File: config.mk
export PLATFORM = sky130hd
export DESIGN_NAME = led_strip_hsv_pattern_generator_unit
export DESIGN_NICKNAME = d
export VERILOG_FILES = /design/src/lshpg_pkg.sv /design/src/lshpg_div.sv /design/src/lshpg_mix.sv /design/src/led_strip_hsv_pattern_generator_unit.sv
export SDC_FILE = /design/constraint.sdc
export NUM_CORES = 1
export LEC_CHECK = 0
export BUFFER_PORTS_ARGS = -buffer_cell sky130_fd_sc_hd__buf_2
export CORE_ASPECT_RATIO = 1.5
export CORE_MARGIN = 8
export CORE_UTILIZATION = 40
export CTS_CLUSTER_DIAMETER = 100
export DETAILED_ROUTE_END_ITERATION = 6
export GPL_ROUTABILITY_DRIVEN = 0
export GPL_TIMING_DRIVEN = 1
export PLACE_DENSITY = 0.62
export SKIP_CTS_REPAIR_TIMING = 1
export SLEW_MARGIN = 0
export SYNTH_ARGS = -nofsm -noshare
export SYNTH_HDL_FRONTEND = slang
export SYNTH_HIERARCHICAL = 1
export SYNTH_SLANG_ARGS = --single-unit
export TNS_END_PERCENT = 1
File: constraint.sdc
create_clock -name clk -period 9.3 [get_ports clk]
set_input_delay 0.93 -clock clk [delete_from_list [all_inputs] [get_ports clk]]
set_output_delay 0.93 -clock clk [all_outputs]
set_load 0.02 [all_outputs]
File: src/lshpg_pkg.sv
// Package for the LED strip HSV pattern generator: field widths, register and
// mode codes, sequencer states and the request/response structs of the serial units.
// No dependencies.
package lshpg_pkg;

	localparam int PER_W   = 14;   // period registers, remainders, offsets
	localparam int IDX_W   = 6;    // LED index
	localparam int HUE_W   = 16;
	localparam int SAT_W   = 8;
	localparam int VAL_W   = 8;
	localparam int CFG_W   = 16;   // widest register
	localparam int FCNT_W  = 32;   // frame counter
	localparam int STEP_W  = 6;    // divider step count
	localparam int OFF_W   = 20;   // period * LED index
	localparam int QDV_W   = 24;   // span * phase
	localparam int TRI_W   = 10;   // quotient of span * phase / period
	localparam int R_W     = 9;    // blend ratio, 0..256
	localparam int MIX_SH  = 8;    // blend ratio is in 1/256 steps

	localparam logic [PER_W-1:0] PERIOD_MAX = 14'd10000;

	localparam logic [TRI_W-1:0] SPAN_BLEND = 10'd512;
	localparam logic [TRI_W-1:0] PEAK_BLEND = 10'd256;
	localparam logic [TRI_W-1:0] SPAN_FADE  = 10'd510;
	localparam logic [TRI_W-1:0] PEAK_FADE  = 10'd255;
	localparam logic [VAL_W-1:0] VAL_FULL   = 8'd255;

	localparam logic [2:0]       RST_MODE       = 3'd1;
	localparam logic [HUE_W-1:0] RST_HUE_ONE    = 16'd0;
	localparam logic [SAT_W-1:0] RST_SAT_ONE    = 8'd255;
	localparam logic [HUE_W-1:0] RST_HUE_TWO    = 16'h1000;
	localparam logic [SAT_W-1:0] RST_SAT_TWO    = 8'd255;
	localparam logic [PER_W-1:0] RST_BLEND_PER  = 14'd4000;
	localparam logic [PER_W-1:0] RST_FADE_PER   = 14'd4000;
	localparam logic [PER_W-1:0] RST_ROTATE_PER = 14'd2000;

	typedef enum logic [2:0] {
		MODE_OFF    = 3'd0,
		MODE_ONE    = 3'd1,
		MODE_BLEND  = 3'd2,
		MODE_FADE   = 3'd3,
		MODE_ROTATE = 3'd4
	} mode_t;

	typedef enum logic [2:0] {
		REG_PATTERN_MODE  = 3'd0,
		REG_HUE_ONE       = 3'd1,
		REG_SAT_ONE       = 3'd2,
		REG_HUE_TWO       = 3'd3,
		REG_SAT_TWO       = 3'd4,
		REG_BLEND_PERIOD  = 3'd5,
		REG_FADE_PERIOD   = 3'd6,
		REG_ROTATE_PERIOD = 3'd7
	} cfg_reg_t;

	typedef enum logic [2:0] {
		ST_IDLE,
		ST_BASE,
		ST_LED,
		ST_OFF,
		ST_PHASE,
		ST_Q,
		ST_MIX,
		ST_OUT
	} state_t;

	typedef struct packed {
		logic              start;
		logic [STEP_W-1:0] steps;
	} div_req_t;

	typedef struct packed {
		logic done;
	} div_rsp_t;

	typedef struct packed {
		logic           start;
		logic [R_W-1:0] r;
	} mix_req_t;

	typedef struct packed {
		logic done;
	} mix_rsp_t;

endpackage

File: src/lshpg_div.sv
// Restoring divider, one quotient bit per cycle; the dividend is MSB-aligned by the caller.
// Depends on lshpg_pkg.
module lshpg_div
	import lshpg_pkg::*;
#(
	parameter int DIV_W = 42
) (
	input  logic              clk,
	input  logic              arst_n,
	input  div_req_t          req,
	input  logic [DIV_W-1:0]  dividend,
	input  logic [PER_W-1:0]  divisor,
	output div_rsp_t          rsp,
	output logic [PER_W-1:0]  quotient,
	output logic [PER_W-1:0]  remainder
);

	logic [DIV_W-1:0]  dvd_q;
	logic [PER_W-1:0]  den_q;
	logic [PER_W-1:0]  rem_q;
	logic [PER_W-1:0]  quo_q;
	logic [STEP_W-1:0] cnt_q;
	logic              done_q;

	logic [PER_W:0]    trial;
	logic [PER_W:0]    diff;
	logic              ge;

	always_comb begin
		trial = {rem_q, dvd_q[DIV_W-1]};
		diff  = trial - {1'b0, den_q};
		ge    = (trial >= {1'b0, den_q});
	end

	always_ff @(posedge clk or negedge arst_n) begin
		if (!arst_n) begin
			cnt_q  <= '0;
			done_q <= 1'b0;
		end else if (req.start) begin
			cnt_q  <= req.steps;
			done_q <= 1'b0;
		end else if (cnt_q != '0) begin
			cnt_q  <= cnt_q - STEP_W'(1);
			done_q <= (cnt_q == STEP_W'(1));
		end else begin
			done_q <= 1'b0;
		end
	end

	// remainder stays below the divisor, so the trial difference fits PER_W bits
	always_ff @(posedge clk) begin
		if (req.start) begin
			dvd_q <= dividend;
			den_q <= divisor;
			rem_q <= '0;
			quo_q <= '0;
		end else if (cnt_q != '0) begin
			dvd_q <= dvd_q << 1;
			rem_q <= ge ? diff[PER_W-1:0] : trial[PER_W-1:0];
			quo_q <= {quo_q[PER_W-2:0], ge};
		end
	end

	assign rsp.done  = done_q;
	assign quotient  = quo_q;
	assign remainder = rem_q;

endmodule

File: src/lshpg_mix.sv
// Serial shift-add blender: b*256 + (a-b)*r for hue and saturation, one ratio bit per cycle.
// Depends on lshpg_pkg.
module lshpg_mix
	import lshpg_pkg::*;
(
	input  logic             clk,
	input  logic             arst_n,
	input  mix_req_t         req,
	input  logic [HUE_W-1:0] hue_a,
	input  logic [HUE_W-1:0] hue_b,
	input  logic [SAT_W-1:0] sat_a,
	input  logic [SAT_W-1:0] sat_b,
	output mix_rsp_t         rsp,
	output logic [HUE_W-1:0] hue_mix,
	output logic [SAT_W-1:0] sat_mix
);

	localparam int HACC_W = HUE_W + R_W + 1;
	localparam int SACC_W = SAT_W + R_W + 1;
	localparam int MCNT_W = $clog2(R_W + 1);

	logic [R_W-1:0]    r_q;
	logic [HACC_W-1:0] mh_q;
	logic [HACC_W-1:0] acc_h_q;
	logic [SACC_W-1:0] ms_q;
	logic [SACC_W-1:0] acc_s_q;
	logic [MCNT_W-1:0] cnt_q;
	logic              done_q;

	logic [HUE_W:0]    diff_h;
	logic [SAT_W:0]    diff_s;

	// differences are two's complement; the final sum is known non-negative
	always_comb begin
		diff_h = {1'b0, hue_a} - {1'b0, hue_b};
		diff_s = {1'b0, sat_a} - {1'b0, sat_b};
	end

	always_ff @(posedge clk or negedge arst_n) begin
		if (!arst_n) begin
			cnt_q  <= '0;
			done_q <= 1'b0;
		end else if (req.start) begin
			cnt_q  <= MCNT_W'(R_W);
			done_q <= 1'b0;
		end else if (cnt_q != '0) begin
			cnt_q  <= cnt_q - MCNT_W'(1);
			done_q <= (cnt_q == MCNT_W'(1));
		end else begin
			done_q <= 1'b0;
		end
	end

	always_ff @(posedge clk) begin
		if (req.start) begin
			r_q     <= req.r;
			mh_q    <= {{(HACC_W-HUE_W-1){diff_h[HUE_W]}}, diff_h};
			ms_q    <= {{(SACC_W-SAT_W-1){diff_s[SAT_W]}}, diff_s};
			acc_h_q <= HACC_W'({hue_b, {MIX_SH{1'b0}}});
			acc_s_q <= SACC_W'({sat_b, {MIX_SH{1'b0}}});
		end else if (cnt_q != '0) begin
			if (r_q[0]) begin
				acc_h_q <= acc_h_q + mh_q;
				acc_s_q <= acc_s_q + ms_q;
			end
			r_q  <= r_q >> 1;
			mh_q <= mh_q << 1;
			ms_q <= ms_q << 1;
		end
	end

	assign rsp.done = done_q;
	assign hue_mix  = acc_h_q[HUE_W+MIX_SH-1:MIX_SH];
	assign sat_mix  = acc_s_q[SAT_W+MIX_SH-1:MIX_SH];

endmodule

File: src/led_strip_hsv_pattern_generator_unit.sv
// Top level of the LED strip HSV pattern generator: registers, frame counter, LED sequencer.
// Depends on lshpg_pkg, lshpg_div and lshpg_mix.
//
//  channel  | handshake          | payload
//  ---------+--------------------+---------------------------------------------
//  input    | in_valid/in_ready  | frame_tick
//  output   | out_valid/out_ready| led_index, hue, saturation, value, last_led
//  config   | cfg_we             | cfg_index, cfg_wdata
//
// A tick with frame_tick set yields NUM_LEDS results. Off, unknown and one-colour frames
// go straight from the LED state to output. Blend, fade and rotating frames first divide
// the scaled frame count by the period, then per LED run the offset division (rotating
// only), the phase division and the blend (not fade). The shared serial divider and the
// serial blender (one bit per cycle) do this work. Ticks are taken only between frames;
// the last result may still sit in the output register then. A stalled output holds the
// sequencer in its output state. Reset loads the register defaults and clears the counter.
module led_strip_hsv_pattern_generator_unit
	import lshpg_pkg::*;
#(
	parameter int NUM_LEDS = 16,
	parameter int FRAME_MS = 30
) (
	input  logic             clk,
	input  logic             arst_n,
	input  logic             cfg_we,
	input  logic [2:0]       cfg_index,
	input  logic [CFG_W-1:0] cfg_wdata,
	input  logic             in_valid,
	output logic             in_ready,
	input  logic             frame_tick,
	output logic             out_valid,
	input  logic             out_ready,
	output logic [IDX_W-1:0] led_index,
	output logic [HUE_W-1:0] hue,
	output logic [SAT_W-1:0] saturation,
	output logic [VAL_W-1:0] value,
	output logic             last_led
);

	localparam int BASE_W = FCNT_W + $clog2(FRAME_MS + 1);
	localparam int DIV_W  = (BASE_W > QDV_W) ? BASE_W : QDV_W;

	// configuration
	logic [2:0]        mode_q;
	logic [HUE_W-1:0]  hue_one_q;
	logic [SAT_W-1:0]  sat_one_q;
	logic [HUE_W-1:0]  hue_two_q;
	logic [SAT_W-1:0]  sat_two_q;
	logic [PER_W-1:0]  blend_per_q;
	logic [PER_W-1:0]  fade_per_q;
	logic [PER_W-1:0]  rot_per_q;
	logic [FCNT_W-1:0] frame_count_q;
	logic [BASE_W-1:0] base_q;    // FRAME_MS * frame_count

	// sequencer
	state_t            state_q;
	state_t            state_nxt;
	logic [IDX_W-1:0]  led_q;
	logic [PER_W-1:0]  basemod_q;
	logic [PER_W-1:0]  off_q;
	logic [R_W-1:0]    tri_q;

	// output register
	logic              out_valid_q;
	logic [IDX_W-1:0]  led_index_q;
	logic [HUE_W-1:0]  hue_q;
	logic [SAT_W-1:0]  sat_q;
	logic [VAL_W-1:0]  val_q;
	logic              last_q;

	mode_t             mode;
	logic              needs_phase;
	logic              per_ok;
	logic              tick_go;
	logic              out_free;
	logic              is_last;
	logic [PER_W-1:0]  per_sel;
	logic [TRI_W-1:0]  span;
	logic [TRI_W-1:0]  peak;
	logic [PER_W:0]    phase_sum;
	logic [PER_W-1:0]  phase_t;
	logic [QDV_W-1:0]  span_t;
	logic [OFF_W-1:0]  off_prod;
	logic [TRI_W-1:0]  q_val;
	logic [TRI_W-1:0]  tri_full;
	logic [R_W-1:0]    tri_r;
	logic [HUE_W-1:0]  res_hue;
	logic [SAT_W-1:0]  res_sat;
	logic [VAL_W-1:0]  res_val;

	div_req_t          div_req;
	div_rsp_t          div_rsp;
	logic [DIV_W-1:0]  div_dividend;
	logic [PER_W-1:0]  div_divisor;
	logic [PER_W-1:0]  div_quo;
	logic [PER_W-1:0]  div_rem;
	mix_req_t          mix_req;
	mix_rsp_t          mix_rsp;
	logic [HUE_W-1:0]  mix_hue;
	logic [SAT_W-1:0]  mix_sat;

	assign mode     = mode_t'(mode_q);
	assign per_ok   = (cfg_wdata[PER_W-1:0] != '0) && (cfg_wdata[PER_W-1:0] <= PERIOD_MAX);
	assign in_ready = (state_q == ST_IDLE);
	assign tick_go  = in_valid && in_ready && frame_tick;
	assign out_free = !out_valid_q || out_ready;
	assign is_last  = (led_q == IDX_W'(NUM_LEDS - 1));

	always_ff @(posedge clk or negedge arst_n) begin
		if (!arst_n) begin
			mode_q      <= RST_MODE;
			hue_one_q   <= RST_HUE_ONE;
			sat_one_q   <= RST_SAT_ONE;
			hue_two_q   <= RST_HUE_TWO;
			sat_two_q   <= RST_SAT_TWO;
			blend_per_q <= RST_BLEND_PER;
			fade_per_q  <= RST_FADE_PER;
			rot_per_q   <= RST_ROTATE_PER;
		end else if (cfg_we) begin
			unique case (cfg_reg_t'(cfg_index))
				REG_PATTERN_MODE:  mode_q    <= cfg_wdata[2:0];
				REG_HUE_ONE:       hue_one_q <= cfg_wdata[HUE_W-1:0];
				REG_SAT_ONE:       sat_one_q <= cfg_wdata[SAT_W-1:0];
				REG_HUE_TWO:       hue_two_q <= cfg_wdata[HUE_W-1:0];
				REG_SAT_TWO:       sat_two_q <= cfg_wdata[SAT_W-1:0];
				REG_BLEND_PERIOD:  if (per_ok) blend_per_q <= cfg_wdata[PER_W-1:0];
				REG_FADE_PERIOD:   if (per_ok) fade_per_q  <= cfg_wdata[PER_W-1:0];
				REG_ROTATE_PERIOD: if (per_ok) rot_per_q   <= cfg_wdata[PER_W-1:0];
				default: ;
			endcase
		end
	end

	// counter and scaled copy advance together, clear on a mode write; the copy zeroes on wrap
	always_ff @(posedge clk or negedge arst_n) begin
		if (!arst_n) begin
			frame_count_q <= '0;
			base_q        <= '0;
		end else if (cfg_we && (cfg_reg_t'(cfg_index) == REG_PATTERN_MODE)) begin
			frame_count_q <= '0;
			base_q        <= '0;
		end else if (tick_go) begin
			frame_count_q <= frame_count_q + FCNT_W'(1);
			base_q        <= (&frame_count_q) ? '0 : base_q + BASE_W'(FRAME_MS);
		end
	end

	always_comb begin
		needs_phase = 1'b0;
		per_sel     = blend_per_q;
		span        = SPAN_BLEND;
		peak        = PEAK_BLEND;
		res_hue     = '0;
		res_sat     = '0;
		res_val     = '0;
		case (mode) inside
			MODE_ONE: begin
				res_hue = hue_one_q;
				res_sat = sat_one_q;
				res_val = VAL_FULL;
			end
			MODE_BLEND: begin
				needs_phase = 1'b1;
				res_hue     = mix_hue;
				res_sat     = mix_sat;
				res_val     = VAL_FULL;
			end
			MODE_FADE: begin
				needs_phase = 1'b1;
				per_sel     = fade_per_q;
				span        = SPAN_FADE;
				peak        = PEAK_FADE;
				res_hue     = hue_one_q;
				res_sat     = sat_one_q;
				res_val     = tri_q[VAL_W-1:0];
			end
			MODE_ROTATE: begin
				needs_phase = 1'b1;
				per_sel     = rot_per_q;
				res_hue     = mix_hue;
				res_sat     = mix_sat;
				res_val     = VAL_FULL;
			end
			default: ;
		endcase
	end

	// both terms are below the period, so one conditional subtract wraps the phase
	always_comb begin
		phase_sum = {1'b0, basemod_q} + {1'b0, off_q};
		phase_t   = (phase_sum >= {1'b0, per_sel}) ?
		            PER_W'(phase_sum - {1'b0, per_sel}) : phase_sum[PER_W-1:0];
		span_t    = QDV_W'(phase_t) * QDV_W'(span);
		off_prod  = OFF_W'(per_sel) * OFF_W'(led_q);
		q_val     = div_quo[TRI_W-1:0];
		tri_full  = (q_val >= peak) ? (q_val - peak) : (peak - q_val);
		tri_r     = tri_full[R_W-1:0];
	end

	always_comb begin
		state_nxt     = state_q;
		div_req       = '0;
		div_dividend  = '0;
		div_divisor   = per_sel;
		mix_req       = '0;
		unique case (state_q)
			ST_IDLE: begin
				if (tick_go) begin
					if (needs_phase) begin
						div_req.start = 1'b1;
						div_req.steps = STEP_W'(BASE_W);
						div_dividend  = DIV_W'(base_q) << (DIV_W - BASE_W);
						state_nxt     = ST_BASE;
					end else begin
						state_nxt = ST_LED;
					end
				end
			end
			ST_BASE: begin
				if (div_rsp.done) state_nxt = ST_LED;
			end
			ST_LED: begin
				if (mode == MODE_ROTATE) begin
					div_req.start = 1'b1;
					div_req.steps = STEP_W'(OFF_W);
					div_dividend  = DIV_W'(off_prod) << (DIV_W - OFF_W);
					div_divisor   = PER_W'(NUM_LEDS);
					state_nxt     = ST_OFF;
				end else if (needs_phase) begin
					state_nxt = ST_PHASE;
				end else begin
					state_nxt = ST_OUT;
				end
			end
			ST_OFF: begin
				if (div_rsp.done) state_nxt = ST_PHASE;
			end
			ST_PHASE: begin
				div_req.start = 1'b1;
				div_req.steps = STEP_W'(QDV_W);
				div_dividend  = DIV_W'(span_t) << (DIV_W - QDV_W);
				state_nxt     = ST_Q;
			end
			ST_Q: begin
				if (div_rsp.done) begin
					if (mode == MODE_FADE) begin
						state_nxt = ST_OUT;
					end else begin
						mix_req.start = 1'b1;
						mix_req.r     = tri_r;
						state_nxt     = ST_MIX;
					end
				end
			end
			ST_MIX: begin
				if (mix_rsp.done) state_nxt = ST_OUT;
			end
			ST_OUT: begin
				if (out_free) state_nxt = is_last ? ST_IDLE : ST_LED;
			end
			default: state_nxt = ST_IDLE;
		endcase
	end

	always_ff @(posedge clk or negedge arst_n) begin
		if (!arst_n) begin
			state_q     <= ST_IDLE;
			led_q       <= '0;
			out_valid_q <= 1'b0;
		end else begin
			state_q <= state_nxt;
			if (state_q == ST_OUT && out_free) begin
				led_q       <= is_last ? '0 : led_q + IDX_W'(1);
				out_valid_q <= 1'b1;
			end else if (out_ready) begin
				out_valid_q <= 1'b0;
			end
		end
	end

	always_ff @(posedge clk) begin
		if (state_q == ST_BASE && div_rsp.done) basemod_q <= div_rem;
		if (state_q == ST_LED && mode != MODE_ROTATE) off_q <= '0;
		if (state_q == ST_OFF && div_rsp.done) off_q <= div_quo;
		if (state_q == ST_Q && div_rsp.done) tri_q <= tri_r;
		if (state_q == ST_OUT && out_free) begin
			led_index_q <= led_q;
			hue_q       <= res_hue;
			sat_q       <= res_sat;
			val_q       <= res_val;
			last_q      <= is_last;
		end
	end

	lshpg_div #(
		.DIV_W(DIV_W)
	) u_div (
		.clk       (clk),
		.arst_n    (arst_n),
		.req       (div_req),
		.dividend  (div_dividend),
		.divisor   (div_divisor),
		.rsp       (div_rsp),
		.quotient  (div_quo),
		.remainder (div_rem)
	);

	lshpg_mix u_mix (
		.clk     (clk),
		.arst_n  (arst_n),
		.req     (mix_req),
		.hue_a   (hue_one_q),
		.hue_b   (hue_two_q),
		.sat_a   (sat_one_q),
		.sat_b   (sat_two_q),
		.rsp     (mix_rsp),
		.hue_mix (mix_hue),
		.sat_mix (mix_sat)
	);

	assign out_valid  = out_valid_q;
	assign led_index  = led_index_q;
	assign hue        = hue_q;
	assign saturation = sat_q;
	assign value      = val_q;
	assign last_led   = last_q;

	// a frame transfer moves the counter on by exactly one
	a_count_step: assert property (@(posedge clk) disable iff (!arst_n)
		(tick_go && !cfg_we) |=> (frame_count_q == $past(frame_count_q) + FCNT_W'(1)))
		else $error("frame counter did not advance on frame start");

	a_led_range: assert property (@(posedge clk) disable iff (!arst_n)
		(state_q != ST_IDLE) |-> ({1'b0, led_q} < (IDX_W + 1)'(NUM_LEDS)))
		else $error("LED index beyond strip length");

	a_div_owner: assert property (@(posedge clk) disable iff (!arst_n)
		div_rsp.done |-> (state_q == ST_BASE || state_q == ST_OFF || state_q == ST_Q))
		else $error("divider finished outside a division state");

	a_mix_owner: assert property (@(posedge clk) disable iff (!arst_n)
		mix_rsp.done |-> (state_q == ST_MIX))
		else $error("blender finished outside the blend state");

endmodule

==> flow_summary.ini, run 1 <==
[die]
dieArea_sq_um = 84400
rows = 123
core_area_sq_um = 74600
die-height_microns = 352
die_w_microns = 240
io-pin-count = 66
start_util_pct = 40.3

[sta]
hold_viol = 0
max_freq_ghz = 0.112
slew_violations = 0
worst_pin_slew_ns = 1.18
slew_headroom_pct = 20.9
skew_ns = 0.0360
fin_crit_ns = 8.95
final-setup-viol-count = 0
period_share_pct = 96.3

[routing]
vias = 22400
drt_iter0_markers = 1410
vias_per_cell = 5.46
routed_wl_microns = 78100
dr.pass1.iters = 7
drtAntennaViolNets = 0
drc = 5
wl_per_cell_microns = 19.1

[logic_synthesis]
synth_area_leaders = edfxtp_1, dfrtp_1, ha_1
ys.warnings.count = 6
synth_cells = 2999
yosys.area.top_type = edfxtp_1
synthArstFlopShare_pct = 43.0
yosysUniqueCellTypes = 94
ys_ff_latch = 426
syn_area_per_cell_sq_um = 10.0
yosysSeqAreaShare_pct = 38.2
synth.top_cell.area_share_pct = 19.9
synth-main-ff-cell = edfxtp_1
synth_edf_count = 199
netlist_area_sq_um = 30100

[setup_path]
cp_slowest_cell = fa_1
crit_arrival_ns = 9.27
max_stage_delay_ns = 0.56
cp-start-kind = register
critPathMaxFanout = 7
cp_data_required_time_ns = 9.62
cp_common_cell = fa_1
endpoint_kind = register
crit_type = register to register

[hold_path]
hold_class = primary input to asynchronous set/reset pin

[layout]
final_core_util_pct = 44.6
drive_gt1_share_pct = 14.8
nNetsFinal = 3422
fin_cells = 4091
area_growth_pct = 10.7
fill_cells = 7121

[grt]
grt_pass1_wl_microns = 123000
antenna_found_initial = 7
grtUsageTotal_pct = 18.2
grt_max_degree = 69
grt-ovfl-total = 0
grt_pass1_vias = 22500

[flow_run]
drv_cap = 0

[place]
hpwl_microns = 58600
dp.cells = 4000
io_buffers = 65

[cts]
clock-sinks = 426
clockRootBuffer = clkbuf_16
cts_tree = done
path_clk_slew_ns = 0.07
clock_latency_ns = 0.58
htreeDepth = 2
cts-buffers-inserted = 41
cts.path.max_buffers = 3

[run_status]
violations = design-rule violations
outcome = finished with violations
[logic make-up after synthesis]
group / Yosys count / share of synthesized area, %
simple gates: 845 / 13.4
compound gates: 627 / 13.7
flops: 426 / 38.2
buf+inv: 397 / 5.41
fa+ha+maj: 343 / 17.4
mux: 187 / 6.88
xor+xnor: 173 / 5.04
other cells: 1 / 0.0125
[routing by layer]
metal / routed length, microns / up-vias / track usage [%]
li1: - / 10700 / -
met1: 30900 / 11100 / 21.0
met2: 41600 / 472 / 34.3
met3: 2490 / 156 / 1.74
met4: 3080 / 2 / 7.50
met5: 13 / - / 0
[final timing paths]
kind                               startpoint            endpoint  slack [ns]  depth (start not counted)
max                              basemod_q[0]     u_div/dvd_q[35]        0.35                         33
min                                    arst_n   frame_count_q[18]        0.36                          1
max reg2reg                      basemod_q[0]     u_div/dvd_q[35]        0.35                         33
min reg2reg                u_div/quotient[13]  u_div/quotient[13]        0.45                          2
max in group asynchronous              arst_n       fade_per_q[1]        6.95                          3
min in group clk           u_div/quotient[13]  u_div/quotient[13]        0.45                          2
[synthesized netlist by cell type (all sizes together), types with 28 or more instances]
cell type / instances
inv: 268
nand2: 261
ha: 219
nor2: 213
edfxtp: 199
o21ai: 158
mux2: 156
a21oi: 154
dfrtp: 147
fa: 124
xnor2: 93
clkbuf: 83
xor2: 80
nand3: 66
nor3: 60
and2: 53
buf: 46
dfxtp: 44
a21o: 39
and3: 38
o22ai: 38
dfstp: 36
nand2b: 34
a22o: 32
mux2i: 31
nand4: 29
o31ai: 28
[layout by cell type (no fill, tap or decap), types with 15 or more instances in the layout]
cell type and count:
a211oi_1 23, a21o_1 39, a21oi_1 150, a22o_1 32, and2_1 52, and3_1 38
buf_2 64, buf_4 72, clkbuf_16 43, dfrtp_1 147, dfstp_2 36, dfxtp_1 44
edfxtp_1 199, fa_1 121, ha_1 214, inv_1 267, mux2_2 156, mux2i_1 27
nand2_1 260, nand2b_1 33, nand3_1 65, nand4_1 29, nor2_1 210, nor2b_1 17
nor3_1 57, o211ai_1 15, o21a_1 26, o21ai_0 154, o22ai_1 38, o31ai_1 25
or3_1 18, xnor2_1 92, xor2_1 80
[worst max-delay path: cells and delay by family, from the launching register on]
kind | cells | cell delay (ns)
AOI/OAI and AO/OA | 11 | 2.11
xor gates and xnor gates | 2 | 0.29
adders and majority gates | 9 | 3.77
buffers and inverters | 6 | 0.82
DFF | 1 | 0.37
muxes | 2 | 0.48
and+or+nand+nor | 3 | 0.87
[stage by stage]
step | setup TNS (ns) | hold WS (ns) | setup slack (ns) | area [sq um]
final | 0 | 0.364 | 0.348 | 33300
after global placement | -0.0200 | 0.433 | -0.0200 | 31600
after CTS | -0.114 | 0.362 | -0.114 | 33000
after floorplan | 0 | 0.423 | 0.405 | 30100
after global routing | -0.0631 | 0.395 | -0.0406 | 33300
after detailed placement | -0.0911 | 0.440 | -0.0911 | 31600
[sequential cells by signal (all words and copies together) (netlist names), 16 cells and up]
register	count
hue_two_q	16
u_div/dvd_q	37
u_mix/acc_h_q	24
frame_count_q	32
u_mix/mh_q	24
u_mix/ms_q	16
hue_one_q	16
base_q	36
hue	16
u_mix/acc_s_q	16
[cell type report]
cell class              count  area [sq um]  share of cell area, %
diodes                      4          10.0                 0.0301
clock buffers              53          1120                   3.37
clock inverters            23           317                  0.951
inverters                 268          1010                   3.02
multi-input cells        2177         17200                   51.6
flip-flops and latches    426         11500                   34.5
well taps                1000          1250                   3.76
repair buffers            140           931                   2.80
Power of run 1 is left out: the tool's default activity adds up to more than one toggle a clock period on the data nets, which glitch-free logic cannot reach.
==> run 2: changes to the inputs <==
PLACE_DENSITY = 0.6   (was 0.62)
clock period = 10.6 ns   (was 9.3 ns; I/O delays follow)
==> flow_summary.ini, run 2 (synthesis results as in run 1) <==
[die]
start_util_pct = 40.3
rows = 123
dieArea_sq_um = 84400
core_area_sq_um = 74600
die-height_microns = 352
io-pin-count = 66
die_w_microns = 240

[cts]
cts_tree = done
htreeDepth = 2
clock_latency_ns = 0.60
cts-buffers-inserted = 44
clockRootBuffer = clkbuf_16
path_clk_slew_ns = 0.06
cts.path.max_buffers = 3
clock-sinks = 426

[sta]
tns_ns = 0
holdWs_ns = 0.454
hold_viol = 0
fin_crit_ns = 9.82
slew_headroom_pct = 25.3
worst_pin_slew_ns = 1.11
final-setup-viol-count = 0
max_freq_ghz = 0.102
slew_violations = 0
period_share_pct = 92.6
skew_ns = 0.0241
rsz0062_at_grt = no

[layout]
largest_register_ffs = 37
drive_gt1_share_pct = 13.5
reg_top3 = u_div/dvd_q (37), base_q (36), frame_count_q (32)
final_common_cell = inv_1
nNetsFinal = 3391
layout_common_cells = inv_1, nand2_1, ha_1
largest_register = u_div/dvd_q
fin_cells = 4062
area_growth_pct = 9.74

[routing]
routed_wl_microns = 79400
drt_iter0_markers = 1411
vias_per_cell = 5.46
dr.pass1.iters = 5
drtAntennaViolNets = 0
vias = 22200
wl_per_cell_microns = 19.5
drc = 0

[setup_path]
cp_slowest_cell = a2111oi_0
cp_data_required_time_ns = 10.95
max_stage_delay_ns = 0.61
endpoint_kind = register
cp_common_cell = ha_1
cp-start-kind = register
crit_arrival_ns = 10.17
critPathMaxFanout = 22
crit_type = register to register

[grt]
grt-ovfl-total = 0
antenna_found_initial = 2
grt_pass1_vias = 22700
grt_pass1_wl_microns = 125000
grtUsageTotal_pct = 18.6
grt_max_degree = 70

[run_status]
outcome = complete, no violations

[hold_path]
hold_class = register to register

[flow_run]
drv_cap = 0

[place]
dp.cells = 3976
io_buffers = 65
hpwl_microns = 59300
## run 2: cell count changes in the layout (fill, tap and decap cells not counted), sizes merged, moves of 3 or more
cell	previous run	this run
clkinv	13	10
inv	269	275
buf	138	105
clkbuf	55	63
bufinv	7	2
## run 2: cell type report
cell class	count	area, sq um
timing repair buffer	106	654
sequential	426	11500
tap	1000	1250
clock buffer	62	1370
multi-input combinational	2177	17000
fill	7145	41700
antenna	3	7.51
inverter	268	1010
clock inverter	20	184
## run 2: metrics by stage
step / instance area (sq um) / utilization, % / worst slack, ns
2_1_floorplan: 30100 / - / 1.70
3_3_place_gp: 31400 / 42.1 / 0.783
3_5_place_dp: 31400 / 42.1 / 0.602
4_1_cts: 33000 / 44.2 / 0.547
5_1_grt: 33000 / 44.2 / 0.167
6_report: 33000 / 44.2 / 0.783
## run 2: worst paths after layout
path,depth (start not counted),to,from,slack [ns]
worst max-delay path,34,u_div/dvd_q[34],basemod_q[0],0.78
max in group asynchronous,3,hue_two_q[13],arst_n,8.13
min in group asynchronous,1,base_q[2],arst_n,0.48
worst max register to register,34,u_div/dvd_q[34],basemod_q[0],0.78
worst min register to register,2,u_div/quotient[13],u_div/quotient[13],0.45
worst min-delay path,2,u_div/quotient[13],u_div/quotient[13],0.45
## run 2: metal layers
| layer | part of all wire (%) | track usage (%) |
|---|---|---|
| met1 | 40 | 20.9 |
| met2 | 53 | 35.0 |
| met3 | 2.7 | 1.74 |
| met4 | 5.0 | 8.94 |
| met5 | 0 | 0 |
## run 2: critical path: cells and delay by family, from the launching register on
kind,cells,cell delay [ns]
flip-flops,1,0.37
AND/OR/NAND/NOR,4,1.06
XOR/XNOR,2,0.29
AO/OA/AOI/OAI,14,3.56
adder cells (fa/ha/maj),9,3.38
buffers and inverters,3,0.34
multiplexers,2,0.58
Power of run 2 is left out for the same reason.
